File: src/hdl/pif_ram.sv
// Generic single-write, single-read synchronous RAM with registered read data.
// No dependencies.
module pif_ram #(
  parameter int WIDTH = 64,
  parameter int DEPTH = 64
) (
  input  logic                     clk,
  input  logic                     we,
  input  logic [$clog2(DEPTH)-1:0] waddr,
  input  logic [WIDTH-1:0]         wdata,
  input  logic [$clog2(DEPTH)-1:0] raddr,
  output logic [WIDTH-1:0]         rdata
);

  logic [WIDTH-1:0] mem [DEPTH];

  always_ff @(posedge clk) begin
    if (we) begin
      mem[waddr] <= wdata;
    end
    rdata <= mem[raddr];
  end

endmodule

File: config.mk
export PLATFORM = sky130hd
export DESIGN_NAME = pif_ram
export DESIGN_NICKNAME = d
export VERILOG_FILES = /design/src/hdl/pif_ram.sv
export SDC_FILE = /design/constraint.sdc
export NUM_CORES = 2
export LEC_CHECK = 0
export BUFFER_PORTS_ARGS = -buffer_cell sky130_fd_sc_hd__buf_4
export CORE_MARGIN = 1.5
export CORE_UTILIZATION = 50
export CTS_BUF_LIST = sky130_fd_sc_hd__clkbuf_8
export DETAILED_ROUTE_END_ITERATION = 8
export MAX_ROUTING_LAYER = met4
export PLACE_DENSITY = 0.65
export SYNTH_ARGS = -nofsm -noshare
export SYNTH_HDL_FRONTEND = slang
export SYNTH_SLANG_ARGS = --single-unit
File: constraint.sdc
create_clock -name clk -period 9.48 [get_ports clk]
set_input_delay 2.844 -clock clk [delete_from_list [all_inputs] [get_ports clk]]
set_output_delay 2.844 -clock clk [all_outputs]
set_load 0.02 [all_outputs]
==> results.toml <==
[cts]
cts_root_buffer = "clkbuf_8"
clock-sinks = 4160
cts-buffers-inserted = 643
post_cts_buffers = 0
ctsHtreeMaxLevel = 6
clk_pin_slew_ns = 0.06
clock_latency_ns = 1.25
clockBufferDepth = 4
holdBufCountCts = 0
tritoncts = "built"
post_cts_resized = 0

[sta]
setup_viol = 0
maxSlewViolCount = 0
rsz0062_at_grt = "false"
fmax_mhz = 193
tns_ns = 0
worstMarginPinSlew_ns = 1.32
holdWs_ns = 0.837
clock_skew_ns = 0.0851
relSlewSlack_pct = 12.3
hold_violations = 0
finalCritPeriodShare_pct = 54.8
period_minus_slack_ns = 5.19

[worst_hold_path]
min_path_type = "reg2reg"

[worst_setup_path]
crit_chain = "buf_16 -> buf_12 -> buf_12 -> mux4_2 -> mux2i_1 -> o22ai_1 -> a41oi_1 -> a211oi_1"
cp-end-kind = "flip-flop"
startpoint_type = "primary input"
crit_type = "in2reg"
crit_arrival_ns = 6.16
worst_path_max_delay_cell = "mux4_2"
slowest_delay_ns = 0.57
worstPathMaxFanout = 69
cpMostUsedCell = "buf_12"
required_ns = 10.45

[power]
power_density_nw_per_um2 = 207
vdd_drop_max_v = 0.000169
leakagePower_nw = 55.3
p_total_mw = 36.2

[status]
outcome = "completed"

[synthesis]
synthCells = 6598
synth_top_cell_area_share_pct = 78.7
ys_types = 33
seq_area_frac_synth_pct = 79.5
synth-seq-cells = 4160
synth_fp_nets = 6676
yosys.area.top_type = "edfxtp_1"
avgSynthCellArea_um2 = 23.7
syn_area_um2 = 156000
ys_warn_count = 0
synth_area_leaders = "edfxtp_1 (79%), mux4_2 (15%), mux2i_1 (0.86%)"

[drt]
routed_via_density = 6.41
wirelength_mm = 420
wl_per_cell_um = 35.4
firstDrtPassIters = 8
vias = 76100
ant_nets = 0
first_iter_violations = 9380
drc = 0

[global_route]
grt_usage_pct = 27.4
grt_pass1_wl_mm = 587
grt_remaining_overflow = 0
antenna_found_initial = 14
grt_max_degree = 121
grt_pass1_vias = 77600

[floorplan]
die_y_um = 562
die_x_um = 562
start_util_pct = 50.2
core_region_area_um2 = 311000
die_area_um2 = 316000
ios = 142
rows = 205

[placed_design]
port_buffers = 141
gp_congestion = 0.802
dp_hpwl_mm = 221

[cells_and_area]
drive_gt1_share_pct = 29.1
fin_nets = 7289
syn2layout_area_growth_pct = 12.0
post-route-util_pct = 56.2
fillCellCount = 22800

[flow_run]
maxCapViolCount = 0
report_power, final:
| part | leakage, nW | switching, mW | internal, mW |
|---|---|---|---|
| clock | 6.87 | 7.10 | 6.88 |
| sequential | 37.4 | 0.0954 | 20.4 |
| combinational | 11.0 | 1.12 | 0.653 |
cell usage in the layout, fill, tap and decap left out, types with 3 or more instances in the layout:
cell,count
clkinv_8,15
buf_4,316
buf_12,19
a2bb2oi_1,19
o221ai_1,38
a22oi_1,168
edfxtp_1,4096
nand2_1,55
nand3_1,45
or3_1,29
nor2_4,65
mux4_2,1024
nor2b_4,3
dfxtp_1,64
or2_2,28
inv_8,10
mux2i_1,135
clkinv_1,156
a41oi_1,26
and3_1,64
clkinvlp_4,4
inv_1,242
a22o_1,88
clkbuf_8,661
inv_16,3
nor2b_1,24
inv_6,9
nand2b_1,8
a211oi_1,63
bufinv_16,11
nor2_1,47
diode_2,10
clkinv_2,42
a31oi_1,18
o22ai_1,83
inv_12,18
routing by layer:
| metal | vias up | share of wire, % | global-route usage, % |
|---|---|---|---|
| met5 | - | 0 | - |
| met4 | 0 | 3.5 | 9.03 |
| met3 | 786 | 9.1 | 4.35 |
| met2 | 4143 | 49 | 43.3 |
| met1 | 41400 | 38 | 36.8 |
| li1 | 29800 | - | - |
flip-flops by register name, indices dropped and copies added, names as in the netlist:
| register | flops |
|---|---|
| rdata | 64 |
| mem | 4096 |
through the flow:
stage / std cells / instance area (µm²) / worst slack [ns]
6_report: 11900 / 175000 / 4.29
5_1_grt: 11900 / 175000 / 4.23
4_1_cts: 11900 / 175000 / 4.30
3_5_place_dp: 10700 / 163000 / 3.11
3_3_place_gp: 10700 / 163000 / 3.11
2_1_floorplan: 6598 / 156000 / 1.20
final timing paths:
| path | startpoint | endpoint | slack (ns) | depth (start not counted) |
|---|---|---|---|---|
| max | raddr[0] | rdata[3] | 4.29 | 8 |
| min | mem[50][63] | rdata[63] | 0.84 | 4 |
| max reg2reg | mem[52][6] | rdata[6] | 7.18 | 5 |
| min reg2reg | mem[50][63] | rdata[63] | 0.84 | 4 |
Yosys cell counts:
master     number
and3_1         64
edfxtp_1     4096
o221ai_1       38
buf_2         170
nor3_1          2
a31oi_1        18
nand3_1        45
or2_2          28
a2bb2oi_1      19
buf_1          20
mux2i_1       135
a22o_1         88
nor2_1        112
mux4_2       1024
nor2b_1        28
dfxtp_1        64
nand3b_1        2
or3_1          29
a22oi_1       168
inv_1          19
a41oi_1        26
a31o_1          1
nand4_1         2
o22ai_1        83
nand2_1        58
a211oi_1       63
or3b_2          1
and2_1          3
nand2b_1       11
buf_4          34
clkbuf_1      140
buf_6           6
nand4b_1        1
final cells by class:
class / instances / area, µm² / share of cell area, %
Clock inverter: 492 / 2790 / 1.59
Antenna cell: 10 / 25.0 / 0.0143
Clock buffer: 661 / 9100 / 5.20
Inverter: 19 / 71.3 / 0.0407
Tap cell: 4140 / 5180 / 2.96
Sequential cell: 4160 / 124000 / 71.0
Timing Repair Buffer: 338 / 2810 / 1.61
Multi-Input combinational cell: 2049 / 30800 / 17.6
kinds of logic after synthesis:
| kind of cell | synth area share, % |
|---|---|
| AOI/OAI and AO/OA | 2.48 |
| buffers and inverters | 1.18 |
| DFF | 79.5 |
| muxes | 15.6 |
| and+or+nand+nor | 1.24 |
worst max-delay path: cells and delay by family:
kind	cells	cell delay [ns]
muxes	2	0.84
buffers and inverters	3	1.13
AOI/OAI and AO/OA	3	0.90
Note: power is estimated with default switching activity, not from simulation.
