===== src/hdl/pif_pkg.sv =====
// Package for the polyline intersection finder.
// Holds field widths, transaction structs, item kinds and controller states.
// No dependencies.
package pif_pkg;

  localparam int COORD_W = 32;
  localparam int DIFF_W  = 33;
  localparam int OPA_W   = 68;
  localparam int OPB_W   = 34;
  localparam int PROD_W  = OPA_W + OPB_W;
  localparam int QUO_W   = 35;
  localparam int SEG_W   = 6;
  localparam int VERT_W  = 2 * COORD_W;

  typedef enum logic [1:0] {
    KIND_APPEND = 2'd0,
    KIND_CLEAR  = 2'd1,
    KIND_START  = 2'd2,
    KIND_NEXT   = 2'd3
  } kind_t;

  typedef struct packed {
    kind_t                     kind;
    logic signed [COORD_W-1:0] vx;
    logic signed [COORD_W-1:0] vy;
  } in_item_t;

  typedef struct packed {
    logic signed [COORD_W-1:0] hit_x;
    logic signed [COORD_W-1:0] hit_y;
    logic [SEG_W-1:0]          ref_segment;
    logic                      shared_point;
    logic                      last;
  } out_item_t;

  typedef enum logic [4:0] {
    S_IDLE, S_RD0, S_RD, S_SEG,
    S_DEN1, S_DEN2, S_DZ, S_NUM1, S_NUM2,
    S_XN1, S_XN2, S_YN1, S_YN2, S_NORM,
    S_LO, S_HI, S_CHK, S_DIVX, S_DIVY,
    S_HIT, S_NEXT, S_DONE
  } state_t;

endpackage


===== src/hdl/pif_mul.sv =====
// Sequential signed shift-add multiplier, one multiplier bit per cycle.
// Depends on pif_pkg for operand and product widths.
module pif_mul (
  input  logic                              clk,
  input  logic                              rst,
  input  logic                              start,
  input  logic signed [pif_pkg::OPA_W-1:0]  a,
  input  logic signed [pif_pkg::OPB_W-1:0]  b,
  output logic                              done,
  output logic signed [pif_pkg::PROD_W-1:0] p
);
  import pif_pkg::*;

  localparam int CNT_W = $clog2(OPB_W);

  logic                     run;
  logic [CNT_W-1:0]         cnt;
  logic signed [PROD_W-1:0] acc;
  logic signed [PROD_W-1:0] ash;
  logic [OPB_W-1:0]         bsh;
  logic                     last_step;

  assign last_step = (cnt == CNT_W'(OPB_W - 1));

  always_ff @(posedge clk) begin
    if (rst) begin
      run  <= 1'b0;
      done <= 1'b0;
      cnt  <= '0;
    end else begin
      done <= 1'b0;
      if (start) begin
        run <= 1'b1;
        cnt <= '0;
      end else if (run) begin
        cnt <= cnt + 1'b1;
        if (last_step) begin
          run  <= 1'b0;
          done <= 1'b1;
        end
      end
    end
  end

  always_ff @(posedge clk) begin
    if (start) begin
      acc <= '0;
      ash <= PROD_W'(a);
      bsh <= b;
    end else if (run) begin
      if (bsh[0]) begin
        acc <= last_step ? acc - ash : acc + ash;
      end
      ash <= ash <<< 1;
      bsh <= bsh >> 1;
    end
  end

  assign p = acc;

endmodule


===== config.mk =====
export PLATFORM = sky130hd
export DESIGN_NAME = pif_mul
export DESIGN_NICKNAME = d
export VERILOG_FILES = /design/src/hdl/pif_pkg.sv /design/src/hdl/pif_mul.sv
export SDC_FILE = /design/constraint.sdc
export NUM_CORES = 1
export LEC_CHECK = 0
export BUFFER_PORTS_ARGS = -buffer_cell sky130_fd_sc_hd__buf_2
export CAP_MARGIN = 10
export CORE_ASPECT_RATIO = 1.25
export CORE_UTILIZATION = 54
export CTS_CLUSTER_DIAMETER = 60
export DETAILED_ROUTE_END_ITERATION = 10
export PLACE_DENSITY = 0.83
export SETUP_SLACK_MARGIN = 0.2
export SYNTH_ARGS = -nofsm -noshare
export SYNTH_HDL_FRONTEND = slang
export SYNTH_SLANG_ARGS = --single-unit

===== constraint.sdc =====
create_clock -name clk -period 6 [get_ports clk]
set_clock_uncertainty 0.15 [all_clocks]
set_input_delay 0.9 -clock clk [delete_from_list [all_inputs] [get_ports clk]]
set_output_delay 0.9 -clock clk [all_outputs]
set_load 0.05 [all_outputs]

==> flow_metrics.tcl <==
set metrics [dict create \
    cp_data_required_time_ns 6.33 \
    yosysTopAreaCell "edfxtp_1" \
    peakVddDrop_v 0.0002629 \
    gp_congestion 1.068 \
    finalSetupViolCount 0 \
    slowest_stage "or4_1" \
    power_density_mw_per_mm2 265.0 \
    path_cells "or3_4 > or3_4 > nor4_4 > buf_4 > nand4_1 > nor3_2 > buf_4 > nand2_4 > o31ai_4 > xor2_2 > ha_4 > buf_4 > nand4_1 > or4_1 > a211o_1 > o21ai_2 > o211ai_1 > a31oi_1 > buf_4 > a221oi_4 > mux2i_1 > mux2_2" \
    clock-sinks 246 \
    antenna_found_initial 2 \
    multiInputGateArea_mm2 0.01163 \
    yosysUniqueCellTypes 79 \
    vias 17420 \
    wirelength_um 59430 \
    end_kind "register" \
    die_y_um 205.6 \
    syn2layout_area_growth_pct 22.14 \
    syn_nets 2283 \
    final_area_mm2 0.02187 \
    clockBufferDepth 3 \
    io_pins 208 \
    synth_top_area_share_pct 22.80 \
    wl_met3_um 4078 \
    io_buffers 207 \
    h-tree-depth 1 \
    worstSetupPathType "reg -> reg" \
    rsz0062_at_grt "yes" \
    regArea_mm2 0.006286 \
    synth_top_flop_cell "edfxtp_1" \
    wl_met1_um 22120 \
    ant_nets 0 \
    cp.arrival_ns 6.13 \
    power.leakage_uw 0.009128 \
    yosys_register_bits 246 \
    netlist_area_mm2 0.01791 \
    startpoint_type "register" \
    yosys-top-cells-area "edfxtp_1 23%, dfxtp_1 12%, ha_1 7.3%" \
    rr_startpoint "ash[15]$_DFFE_PP_" \
    timing.final.crit_share_pct 96.63 \
    drc 0 \
    yosysWarnings 0 \
    cts_buffers 29 \
    r2r_cells 22 \
    synth_seq_area_share_pct 35.10 \
    crit_fanout 4 \
    fin_util_pct 66.92 \
    insertedDiodeCount 0 \
    die_w_um 164.9 \
    yosysMostFrequentCell "nand2_1" \
    postSynth.asyncResetShare_pct 0 \
    worstSetupEndpoint "p[101]$_SDFFE_PP0P_" \
    placed_area_mm2 0.02006 \
    status "complete, no violations" \
    synth_commonest_cells "256 x nand2_1, 201 x a21oi_1, 187 x o21ai_0, 136 x edfxtp_1, 114 x nor2_1" \
    die_area_mm2 0.03390 \
    power_uw 5797 \
    clkTransAtPathRegs_ns 0.06 \
    fillers 2621 \
    crit_top_cell "buf_4" \
    first_global_vias 16750 \
    worstMarginPinSlew_ns 1.189 \
    drive_gt1_share_pct 26.81 \
    dp_hpwl_um 44630 \
    syn_inst 2073 \
    start_util_pct 54.79 \
    cts_root_buf "clkbuf_16" \
    max_cap_violations 0 \
    grt_pass1_wl_um 88630 \
    avgViaCountPerCell 6.236 \
    slew_headroom_pct 20.72 \
    finalMaxSlewViolations 0 \
    hold_violations 0 \
    grt_usage_pct 33.90 \
    rrSetupSlack_ns 0.20 \
    synth_edf_count 136 \
    grt.overflow.total 0 \
    drt_pre_antenna_iters 8 \
    route.top_layer_used "met5" \
    row_count 74 \
    fin_nets 2563 \
    layout_min_cycle_time_ns 5.798 \
    core_area_mm2 0.03268 \
    drtIter0Drc 1574 \
    grt_max_degree 85 \
    hold_class "in -> reg" \
    wl_met2_um 29340 \
    cp_top_family "simple AND/OR/NAND/NOR gates" \
    worstReg2RegEnd "p[101]$_SDFFE_PP0P_" \
    cts_tree "done" \
    syn_area_per_cell_um2 8.639 \
    routedWlPerCell_um 21.27 \
    worstSkewPairLatency_ns 0.59 \
    cp-startpoint "ash[15]$_DFFE_PP_" \
    fmax_mhz 172.5 \
    path_buf_inv 4 \
    path_depth 22 \
    slowest_delay_ns 0.46 \
]
==> where the power goes <==
| part | internal (µW) | total [µW] | switching (µW) |
|---|---|---|---|
| combinational | 670 | 1790 | 1120 |
| clock | 1110 | 1880 | 776 |
| sequential | 1970 | 2120 | 157 |
==> how the worst min path moves through the flow <==
stage	startpoint	cells past startpoint	end
2_1_floorplan	cnt[5]$_SDFFE_PP0P_	2	cnt[5]$_SDFFE_PP0P_
3_3_place_gp	p[5]$_SDFFE_PP0P_	2	p[5]$_SDFFE_PP0P_
3_5_place_dp	p[22]$_SDFFE_PP0P_	2	p[22]$_SDFFE_PP0P_
4_1_cts	rst	2	run$_SDFF_PP0_
5_1_grt	rst	2	run$_SDFF_PP0_
6_report	rst	2	run$_SDFF_PP0_
==> cell type report <==
cell class              instances  share of cell area, %
multi-input cells            1653                  53.15
repair buffers                355                  9.919
clock buffers                  33                  3.529
well taps                     418                  2.391
flip-flops and latches        246                  28.74
inverters                      68                  1.167
clock inverters                21                  1.104
==> what timing repair did <==
| item | 4_1_cts | 5_1_grt |
|---|---|---|
| endpoints found under the setup margin | 19 | 35 |
| resized for setup | 20 | 129 |
| pin swaps | 8 | 51 |
| hold buffers | 0 | 0 |
| buffers inserted | 5 | 15 |
==> logic make-up after synthesis <==
family	synth area share (%)
flip-flops	35.10
XOR/XNOR	8.656
buffers and inverters	3.696
AND/OR/NAND/NOR	17.14
adder cells (fa/ha/maj)	7.378
multiplexers	6.393
AO/OA/AOI/OAI	21.64
==> placed cells by master, fill, tap and decap left out, types with 88 or more instances in the layout <==
cell      instances
mux2_2           99
xnor2_1          88
o21ai_0         168
buf_4           146
nand2_1         253
a21oi_1         187
nor2_1          112
buf_2           206
ha_1             91
dfxtp_1         110
edfxtp_1        136
==> per-stage QoR <==
stage,setup TNS [ns],setup WS [ns],instances,hold WS [ns]
2_1_floorplan,0,0.2295,2073,0.3168
4_1_cts,0,0.1726,2779,0.3029
5_1_grt,0,0.01793,2794,0.3124
3_3_place_gp,-0.03154,-0.03154,2720,0.3098
3_5_place_dp,-0.2322,-0.09960,2720,0.3205
6_report,0,0.2020,2794,0.3210
==> layer usage <==
layer | global-route usage, % | vias up
li1 | - | 8202
met1 | 38.02 | 8220
met2 | 59.84 | 781
met3 | 4.797 | 217
met4 | 21.26 | 4
met5 | 0 | -
==> flip-flops by register name, indices dropped and copies added (netlist names) <==
name  flops
bsh      34
run       1
p       102
ash     102
done      1
cnt       6
==> worst register-to-register path, delay by kind of cell (launching register included) <==
| kind | cells | cell delay (ns) |
|---|---|---|
| buffers and inverters | 4 | 0.63 |
| XOR/XNOR | 1 | 0.15 |
| multiplexers | 2 | 0.52 |
| adder cells (fa/ha/maj) | 1 | 0.31 |
| flip-flops | 1 | 0.40 |
| AND/OR/NAND/NOR | 8 | 2.27 |
| AO/OA/AOI/OAI | 6 | 1.25 |
No activity file was read; power rests on OpenSTA's default activity.
