==> src/hdl/pif_pkg.sv <==
// Package for the polyline intersection finder.
// Holds field widths, transaction structs, item kinds and controller states.
// No dependencies.
package pif_pkg;

  localparam int COORD_W = 32;
  localparam int DIFF_W  = 33;
  localparam int OPA_W   = 68;
  localparam int OPB_W   = 34;
  localparam int PROD_W  = OPA_W + OPB_W;
  localparam int QUO_W   = 35;
  localparam int SEG_W   = 6;
  localparam int VERT_W  = 2 * COORD_W;

  typedef enum logic [1:0] {
    KIND_APPEND = 2'd0,
    KIND_CLEAR  = 2'd1,
    KIND_START  = 2'd2,
    KIND_NEXT   = 2'd3
  } kind_t;

  typedef struct packed {
    kind_t                     kind;
    logic signed [COORD_W-1:0] vx;
    logic signed [COORD_W-1:0] vy;
  } in_item_t;

  typedef struct packed {
    logic signed [COORD_W-1:0] hit_x;
    logic signed [COORD_W-1:0] hit_y;
    logic [SEG_W-1:0]          ref_segment;
    logic                      shared_point;
    logic                      last;
  } out_item_t;

  typedef enum logic [4:0] {
    S_IDLE, S_RD0, S_RD, S_SEG,
    S_DEN1, S_DEN2, S_DZ, S_NUM1, S_NUM2,
    S_XN1, S_XN2, S_YN1, S_YN2, S_NORM,
    S_LO, S_HI, S_CHK, S_DIVX, S_DIVY,
    S_HIT, S_NEXT, S_DONE
  } state_t;

endpackage

==> src/hdl/pif_div.sv <==
// Sequential restoring divider: signed numerator over positive denominator,
// quotient truncated toward zero and saturated to 32 bits. Depends on pif_pkg.
module pif_div (
  input  logic                              clk,
  input  logic                              rst,
  input  logic                              start,
  input  logic signed [pif_pkg::PROD_W-1:0] n,
  input  logic [pif_pkg::OPA_W-1:0]         d,
  output logic                              done,
  output logic signed [pif_pkg::COORD_W-1:0] q
);
  import pif_pkg::*;

  localparam int CNT_W = $clog2(QUO_W);
  localparam logic [QUO_W-1:0] Q_POS_MAX = QUO_W'(33'h0_7FFF_FFFF);
  localparam logic [QUO_W-1:0] Q_NEG_MAX = QUO_W'(33'h0_8000_0000);
  localparam logic signed [COORD_W-1:0] SAT_MAX = 32'sh7FFF_FFFF;
  localparam logic signed [COORD_W-1:0] SAT_MIN = 32'sh8000_0000;

  logic               chk;
  logic               run;
  logic               neg;
  logic               sat;
  logic [CNT_W-1:0]   cnt;
  logic [PROD_W-1:0]  r;
  logic [PROD_W-1:0]  dsh;
  logic [QUO_W-1:0]   qa;
  logic [PROD_W-1:0]  nabs;
  logic               ge;

  assign nabs = n[PROD_W-1] ? PROD_W'(-n) : PROD_W'(n);
  assign ge   = (r >= dsh);

  always_ff @(posedge clk) begin
    if (rst) begin
      chk  <= 1'b0;
      run  <= 1'b0;
      done <= 1'b0;
      cnt  <= '0;
    end else begin
      done <= 1'b0;
      if (start) begin
        chk <= 1'b1;
      end else if (chk) begin
        chk <= 1'b0;
        run <= 1'b1;
        cnt <= '0;
      end else if (run) begin
        cnt <= cnt + 1'b1;
        if (cnt == CNT_W'(QUO_W - 1)) begin
          run  <= 1'b0;
          done <= 1'b1;
        end
      end
    end
  end

  always_ff @(posedge clk) begin
    if (start) begin
      r   <= nabs;
      neg <= n[PROD_W-1];
      dsh <= PROD_W'({d[OPA_W-2:0], {QUO_W{1'b0}}});
      qa  <= '0;
    end else if (chk) begin
      sat <= ge;
      dsh <= dsh >> 1;
    end else if (run) begin
      if (ge) begin
        r <= r - dsh;
      end
      qa  <= {qa[QUO_W-2:0], ge};
      dsh <= dsh >> 1;
    end
  end

  always_comb begin
    if (neg) begin
      q = (sat || qa > Q_NEG_MAX) ? SAT_MIN : COORD_W'(-qa);
    end else begin
      q = (sat || qa > Q_POS_MAX) ? SAT_MAX : COORD_W'(qa);
    end
  end

endmodule
==> config.mk <==
export PLATFORM = sky130hd
export DESIGN_NAME = pif_div
export DESIGN_NICKNAME = d
export VERILOG_FILES = /design/src/hdl/pif_pkg.sv /design/src/hdl/pif_div.sv
export SDC_FILE = /design/constraint.sdc
export NUM_CORES = 1
export LEC_CHECK = 0
export BUFFER_PORTS_ARGS = -buffer_cell sky130_fd_sc_hd__buf_2
export CAP_MARGIN = 20
export CORE_MARGIN = 2
export CORE_UTILIZATION = 25
export DETAILED_ROUTE_END_ITERATION = 10
export PLACE_DENSITY_LB_ADDON = 0.2
export SLEW_MARGIN = 10
export SYNTH_ARGS = -nofsm -noshare
export SYNTH_HDL_FRONTEND = slang
export SYNTH_SLANG_ARGS = --single-unit
==> constraint.sdc <==
create_clock -name clk -period 7.4 [get_ports clk]
set_input_delay 1.11 -clock clk [delete_from_list [all_inputs] [get_ports clk]]
set_output_delay 1.11 -clock clk [all_outputs]
set_load 0.05 [all_outputs]
==> results.py, run 1 <==
metrics = {
    "synth": {
        "yosysUniqueCellTypes": 87,
        "yosys_warnings": 0,
        "asyncSetResetFlopFracSynth_pct": 0,
        "synth.ff_latch_count": 250,
        "post_synth.cell_area_avg_um2": 7.89,
        "synth_sequential_area_ratio_pct": 33.3,
        "syn-num-nets": 2840,
        "post_synth_instance_area_um2": 20200,
        "synth_enable_flop_cells": 171,
        "dominantRegCellSynth": "edfxtp_1",
        "post_synth_inst_count": 2559,
    },
    "worst_setup_path": {
        "cp_data_required_time_ns": 6.29,
        "startpoint_type": "register",
        "arrival_ns": 4.83,
        "path_class": "reg2out",
        "critPathCaptureType": "output pin",
        "critical_path_peak_fanout": 28,
    },
    "route": {
        "drtAntennaViolNets": 0,
        "drc": 0,
        "routed_wirelength_um": 71300,
        "first_iter_violations": 1370,
        "wire_per_inst_um": 19.1,
        "routed-via-count": 19300,
        "post_drt_via_cell_ratio": 5.16,
        "drt_pass1_iterations": 5,
    },
    "global_route": {
        "first_global_vias": 18800,
        "grt_pass1_wl_um": 110000,
        "antenna_found_initial": 7,
        "groute.usage.overall_pct": 16.8,
        "grt_start_max_net_pins": 124,
        "grt_remaining_overflow": 0,
    },
    "placement": {
        "gpl.final_weighted_congestion": 0.894,
        "io_buffers": 204,
        "place.detailed.hpwl_um": 56400,
        "instance_count_after_placement_with_tap_cells_included": 3680,
    },
    "layout": {
        "final_cell_count_no_fill": 3740,
        "final-seq-area_um2": 6720,
        "layout-area-overhead-vs-synth_pct": 14.9,
        "n_antenna_cell": 0,
        "num-nets-final": 2937,
        "fillers": 8733,
        "layout-drive-gt1-share_pct": 11.9,
        "multi_input_area_um2": 12200,
    },
    "floorplan": {
        "start_util_pct": 25.1,
        "die_width_um": 288,
        "die_height_um": 288,
        "rows": 104,
        "io_pins": 206,
        "die_area_um2": 83000,
        "core_um2": 80300,
    },
    "run_status": {
        "run_status": "completed",
    },
    "sta": {
        "period_minus_slack_ns": 5.94,
        "final.setup_skew_ns": 0.0328,
        "final_count_of_pins_violating_max_slew": 0,
        "timing_hold_violations_final": 0,
        "setup_viol": 0,
        "max-slew-margin-rel_pct": 28.5,
        "hold_ws_ns": 0.457,
        "setup_tns_ns": 0,
        "grt_setup_unrepaired": "false",
        "tightestPinTransition_ns": 1.06,
        "maximum_operating_frequency_mhz": 168,
        "final_min_period_over_clock_period_pct": 80.3,
    },
    "pwr": {
        "power.leakage_nw": 8.69,
        "total_power_mw": 5.82,
        "cellPowerDensity_nw_per_um2": 251,
        "worst_vdd_rail_ir_drop_v": 0.000113,
    },
    "clock_tree": {
        "cts_buffers": 34,
        "worstSkewPairLatency_ns": 0.55,
        "clock_pin_slew_worst_setup_and_hold_paths_ns": 0.05,
        "clock_tree.htree_level_count": 2,
        "root_buffer_cell": "clkbuf_16",
        "tritoncts": "yes",
        "clock_path_buffers": 3,
        "cts_hold_repair_buffers": 0,
        "post_cts_resized": 0,
        "cts.repair_timing.setup_buffer_count": 0,
        "num_clock_sinks": 250,
    },
    "flow_run": {
        "timing.max_cap.violations": 0,
    },
    "worst_hold_path": {
        "type_of_the_most_critical_hold_path": "reg2reg",
    },
}
## per-layer routing
layer | wire length (um) | part of all wire (%) | track usage (%)
met1 | 33400 | 47 | 23.1
met2 | 32500 | 46 | 27.6
met3 | 3760 | 5.3 | 2.51
met4 | 1590 | 2.2 | 4.12
met5 | 75 | 0.11 | 0
## logic make-up (layout without fill, tap and decap cells)
kind of cell,count (synthesis),after routing,synth area share [%]
AOI/OAI and AO/OA,819,819,24.9
xor gates and xnor gates,184,184,7.98
adders and majority gates,108,108,6.73
buffers and inverters,328,449,6.14
DFF,250,250,33.3
muxes,7,7,0.366
and+or+nand+nor,863,863,20.6
## worst max-delay path: stages, from the launching register on
cell,delay (ns)
dfxtp_1,0.37
inv_1,0.10
ha_1,0.21
nor3b_1,0.29
nand2_1,0.12
or4b_1,0.59
nand4bb_4,0.27
or3_4,0.39
o41ai_4,0.52
nand2_4,0.29
clkinv_2,0.16
nand2_4,0.21
o311ai_1,0.44
buf_2,0.34
## metrics by stage
step | setup WS [ns] | cell area (um^2) | utilization [%]
2_1_floorplan | 1.88 | 20200 | -
3_3_place_gp | 1.98 | 22100 | 27.5
3_5_place_dp | 2.01 | 22100 | 27.5
4_1_cts | 1.39 | 23200 | 28.9
5_1_grt | 1.02 | 23200 | 28.9
6_report | 1.46 | 23200 | 28.9
## registers in the layout, summed over array words and instances, names as in the netlist
signal  cells
sat         1
cnt         6
qa         35
neg         1
done        1
chk         1
r         102
dsh       102
run         1
## path summary, 6_finish.rpt
kind	startpoint	endpoint	slack, ns	cells past startpoint
worst max-delay path	qa[0]$_SDFFE_PP0P_	q[3]	1.46	13
worst min-delay path	qa[34]$_SDFFE_PP0P_	qa[34]$_SDFFE_PP0P_	0.46	2
worst max register to register	r[0]$_DFFE_PP_	r[53]$_DFFE_PP_	2.10	15
worst min register to register	qa[34]$_SDFFE_PP0P_	qa[34]$_SDFFE_PP0P_	0.46	2
## synthesized netlist by cell type, drive strengths merged, types with 4 or more instances
library cell	instances	area [um^2]
a211oi	10	75.1
nor2b	13	81.3
xnor2	128	1120
inv	166	623
nor4	20	153
dfxtp	79	1580
or3	37	251
buf	24	96.3
o21ai	270	1350
nand2	391	1480
or4	19	161
o2111ai	6	52.6
a31o	5	43.8
mux2i	4	40.0
nand4	81	528
ha	107	1340
o22ai	36	225
nor2	145	547
clkbuf	136	510
a21o	42	315
a21boi	8	60.1
nand2b	18	113
or4b	4	43.8
a31oi	7	43.8
o31ai	39	303
or2	11	68.8
and3	6	37.5
xor2	56	490
o211ai	10	75.1
o41ai	26	265
edfxtp	171	5130
o221ai	4	35.0
and2	4	25.0
o21a	23	173
o311ai	29	262
a21oi	235	1180
nand3	30	150
nand3b	8	60.1
o21bai	42	315
o211a	4	40.0
nor3	61	310
## power breakdown
part	switching [mW]	total, mW	internal, mW	leakage (nW)
registers	0.0541	1.77	1.71	2.35
clock network	0.647	1.66	1.02	0.539
logic	1.56	2.39	0.835	5.80
## final cells by class
| cell class | count | share of cell area, % |
|---|---|---|
| clock buffer | 54 | 4.40 |
| timing repair buffer | 221 | 5.06 |
| inverter | 168 | 2.73 |
| multi-input combinational | 1981 | 52.8 |
| tap | 1060 | 5.72 |
| sequential | 250 | 28.9 |
| clock inverter | 6 | 0.378 |
## layout by cell type, fill, tap and decap left out, types with 11 or more instances in the layout
cell type / n
nand2_1: 389
o21ai_0: 263
a21oi_1: 235
buf_2: 202
edfxtp_1: 171
inv_1: 165
nor2_1: 144
xnor2_1: 128
ha_1: 107
nand4_1: 79
dfxtp_1: 79
nor3_1: 60
xor2_1: 56
o21bai_1: 42
a21o_1: 41
o31ai_1: 37
clkbuf_16: 37
o22ai_1: 36
or3_1: 33
nand3_1: 30
o311ai_1: 27
o41ai_1: 24
o21a_1: 23
nand2b_1: 18
nor4_1: 17
buf_4: 17
or4_1: 14
clkbuf_1: 14
nor2b_1: 12
or2_2: 11
Power figures use the tool's default switching activity.
==> run 2: changes to the inputs <==
==> constraint.sdc (replaced) <==
create_clock -name clk -period 6 [get_ports clk]
set_input_delay 0.9 -clock clk [delete_from_list [all_inputs] [get_ports clk]]
set_output_delay 0.9 -clock clk [all_outputs]
set_load 0.05 [all_outputs]
==> run 2 against run 1 <==
- highest routed layer unchanged
- clock power rose by 42%
- largest power group unchanged
- hold slack improved by 0.0038 ns
- critical path type unchanged
- critical endpoint is now q[2]
- setup slack worse by 1.0 ns
- critical path depth did not move
- design area up 1.0%
==> results.py, run 2 (same netlist as run 1, synthesis figures left out) <==
metrics = {
    "layout": {
        "n_antenna_cell": 0,
        "commonest_non_fill_non_tap_cells_in_the_layout": "nand2_1 (389), o21ai_0 (263), a21oi_1 (235)",
        "largestRegisters": "dsh (102), r (102), qa (35)",
        "postLayoutCellArea_um2": 23400,
        "layout-drive-gt1-share_pct": 12.3,
        "layout-area-overhead-vs-synth_pct": 16.1,
        "fillers": 8660,
        "num-nets-final": 2942,
        "layout_commonest_cell": "nand2_1",
    },
    "pwr": {
        "switch_share_pct": 38.2,
        "worst_vdd_rail_ir_drop_v": 0.000167,
        "switching_power_mw": 2.87,
        "combPwrFrac_pct": 39.5,
        "power_frac_seq_pct": 29.1,
        "internal_power_mw": 4.63,
        "cellPowerDensity_nw_per_um2": 320,
        "clkPwrFrac_pct": 31.4,
        "power.leakage_nw": 8.80,
    },
    "worst_setup_path": {
        "arrival_ns": 4.65,
        "startpoint": "qa[0]$_SDFFE_PP0P_",
        "critical_path_peak_fanout": 28,
        "regToRegStartpoint": "r[0]$_DFFE_PP_",
        "r2r_cells": 15,
        "path_class": "reg2out",
        "r2r_end": "r[28]$_DFFE_PP_",
        "cp_data_required_time_ns": 5.10,
        "rrSetupSlack_ns": 0.94,
        "startpoint_type": "register",
        "critPathCaptureType": "output pin",
    },
    "route": {
        "routed_wirelength_um": 71900,
        "drc": 0,
        "wire_per_inst_um": 19.2,
        "drt_pass1_iterations": 5,
        "post_drt_via_cell_ratio": 5.17,
        "first_iter_violations": 1468,
        "drtAntennaViolNets": 0,
        "routed-via-count": 19400,
    },
    "sta": {
        "final_count_of_pins_violating_max_slew": 0,
        "setup_viol": 0,
        "setup_tns_ns": 0,
        "grt_setup_unrepaired": "false",
        "final_min_period_over_clock_period_pct": 92.5,
        "final.setup_skew_ns": 0.0400,
        "timing_hold_violations_final": 0,
        "maximum_operating_frequency_mhz": 180,
        "tightestPinTransition_ns": 1.17,
        "period_minus_slack_ns": 5.55,
        "max-slew-margin-rel_pct": 21.8,
    },
    "flow_run": {
        "timing.max_cap.violations": 0,
    },
    "clock_tree": {
        "post_cts_resized": 0,
        "cts_buffers": 36,
        "num_clock_sinks": 250,
        "clock_pin_slew_worst_setup_and_hold_paths_ns": 0.05,
        "tritoncts": "yes",
        "root_buffer_cell": "clkbuf_16",
        "cts.repair_timing.setup_buffer_count": 0,
        "worstSkewPairLatency_ns": 0.57,
        "cts_hold_repair_buffers": 0,
        "clock_path_buffers": 3,
        "clock_tree.htree_level_count": 2,
    },
    "floorplan": {
        "die_height_um": 288,
        "start_util_pct": 25.1,
        "die_area_um2": 83000,
        "core_um2": 80300,
        "die_width_um": 288,
        "io_pins": 206,
        "rows": 104,
    },
    "worst_hold_path": {
        "hold_path.startpoint": "qa[34]$_SDFFE_PP0P_",
        "whs_path_depth": 2,
        "type_of_the_most_critical_hold_path": "reg2reg",
        "worst_hold_path.endpoint": "qa[34]$_SDFFE_PP0P_",
    },
    "placement": {
        "post_dp_cell_area_um2": 22100,
        "place.detailed.hpwl_um": 56500,
        "gpl.final_weighted_congestion": 0.904,
        "io_buffers": 204,
    },
    "global_route": {
        "grt_remaining_overflow": 0,
        "grt_start_max_net_pins": 211,
        "grt_pass1_wl_um": 111000,
        "antenna_found_initial": 7,
        "first_global_vias": 19000,
        "groute.usage.overall_pct": 17.1,
    },
    "run_status": {
        "run_status": "completed",
    },
}
==> run 2: cell types whose count changed in the layout (fill, tap and decap cells not counted), sizes merged <==
cell      delta
buf          +2
inv          -1
clkinvlp     +3
bufinv       +5
clkinv       +7
clkbuf       -7
==> run 2: layout make-up <==
cell class	instances	area (um^2)	area share [%]
well taps	1060	1330	5.66
clock inverters	20	297	1.26
clock buffers	46	1000	4.27
inverters	168	633	2.70
multi-input cells	1981	12200	52.2
flip-flops and latches	250	6720	28.6
repair buffers	224	1230	5.23
==> run 2: routing by layer <==
layer | share of wire, % | track usage [%]
met1 | 47 | 23.6
met3 | 5.4 | 3.01
met5 | 0.097 | 0
met4 | 2.6 | 4.90
met2 | 45 | 27.3
==> run 2: stage by stage <==
stage          hold slack [ns]  utilization (%)  total power, mW  worst slack [ns]  instances
3_5_place_dp             0.459             27.5             5.14             0.766       3680
4_1_cts                  0.468             29.2             7.54             0.172       3746
2_1_floorplan            0.429                -             4.27             0.477       2559
5_1_grt                  0.492             29.2             7.97             0.156       3749
6_report                 0.461             29.2             7.50             0.448       3749
3_3_place_gp             0.441             27.5             5.13             0.801       3680
==> run 2: worst max-delay path by stage <==
stage	to	slack, ns
6_report	q[2]	0.45
5_1_grt	q[26]	0.16
4_1_cts	q[28]	0.17
2_1_floorplan	r[0]$_DFFE_PP_	0.48
3_3_place_gp	q[29]	0.80
3_5_place_dp	q[2]	0.77
==> run 2: power groups by stage <==
stage / sequential (mW) / clock [mW] / combinational [mW]
after floorplan: 2.20 / 0 / 2.07
final: 2.18 / 2.35 / 2.96
after global routing: 2.20 / 2.49 / 3.28
after global placement: 2.22 / 0 / 2.91
after CTS: 2.19 / 2.42 / 2.94
after detailed placement: 2.22 / 0 / 2.92
==> run 2: worst max-delay path, cell delays in order, from the launching register on <==
cell,delay (ns)
dfxtp_1,0.36
inv_1,0.10
ha_1,0.21
nor3b_1,0.29
nand2_1,0.14
or4b_1,0.62
nand4bb_4,0.27
or3_4,0.39
o41ai_4,0.40
nand2_4,0.24
clkinv_2,0.15
nand2_4,0.20
o311ai_1,0.39
buf_2,0.33
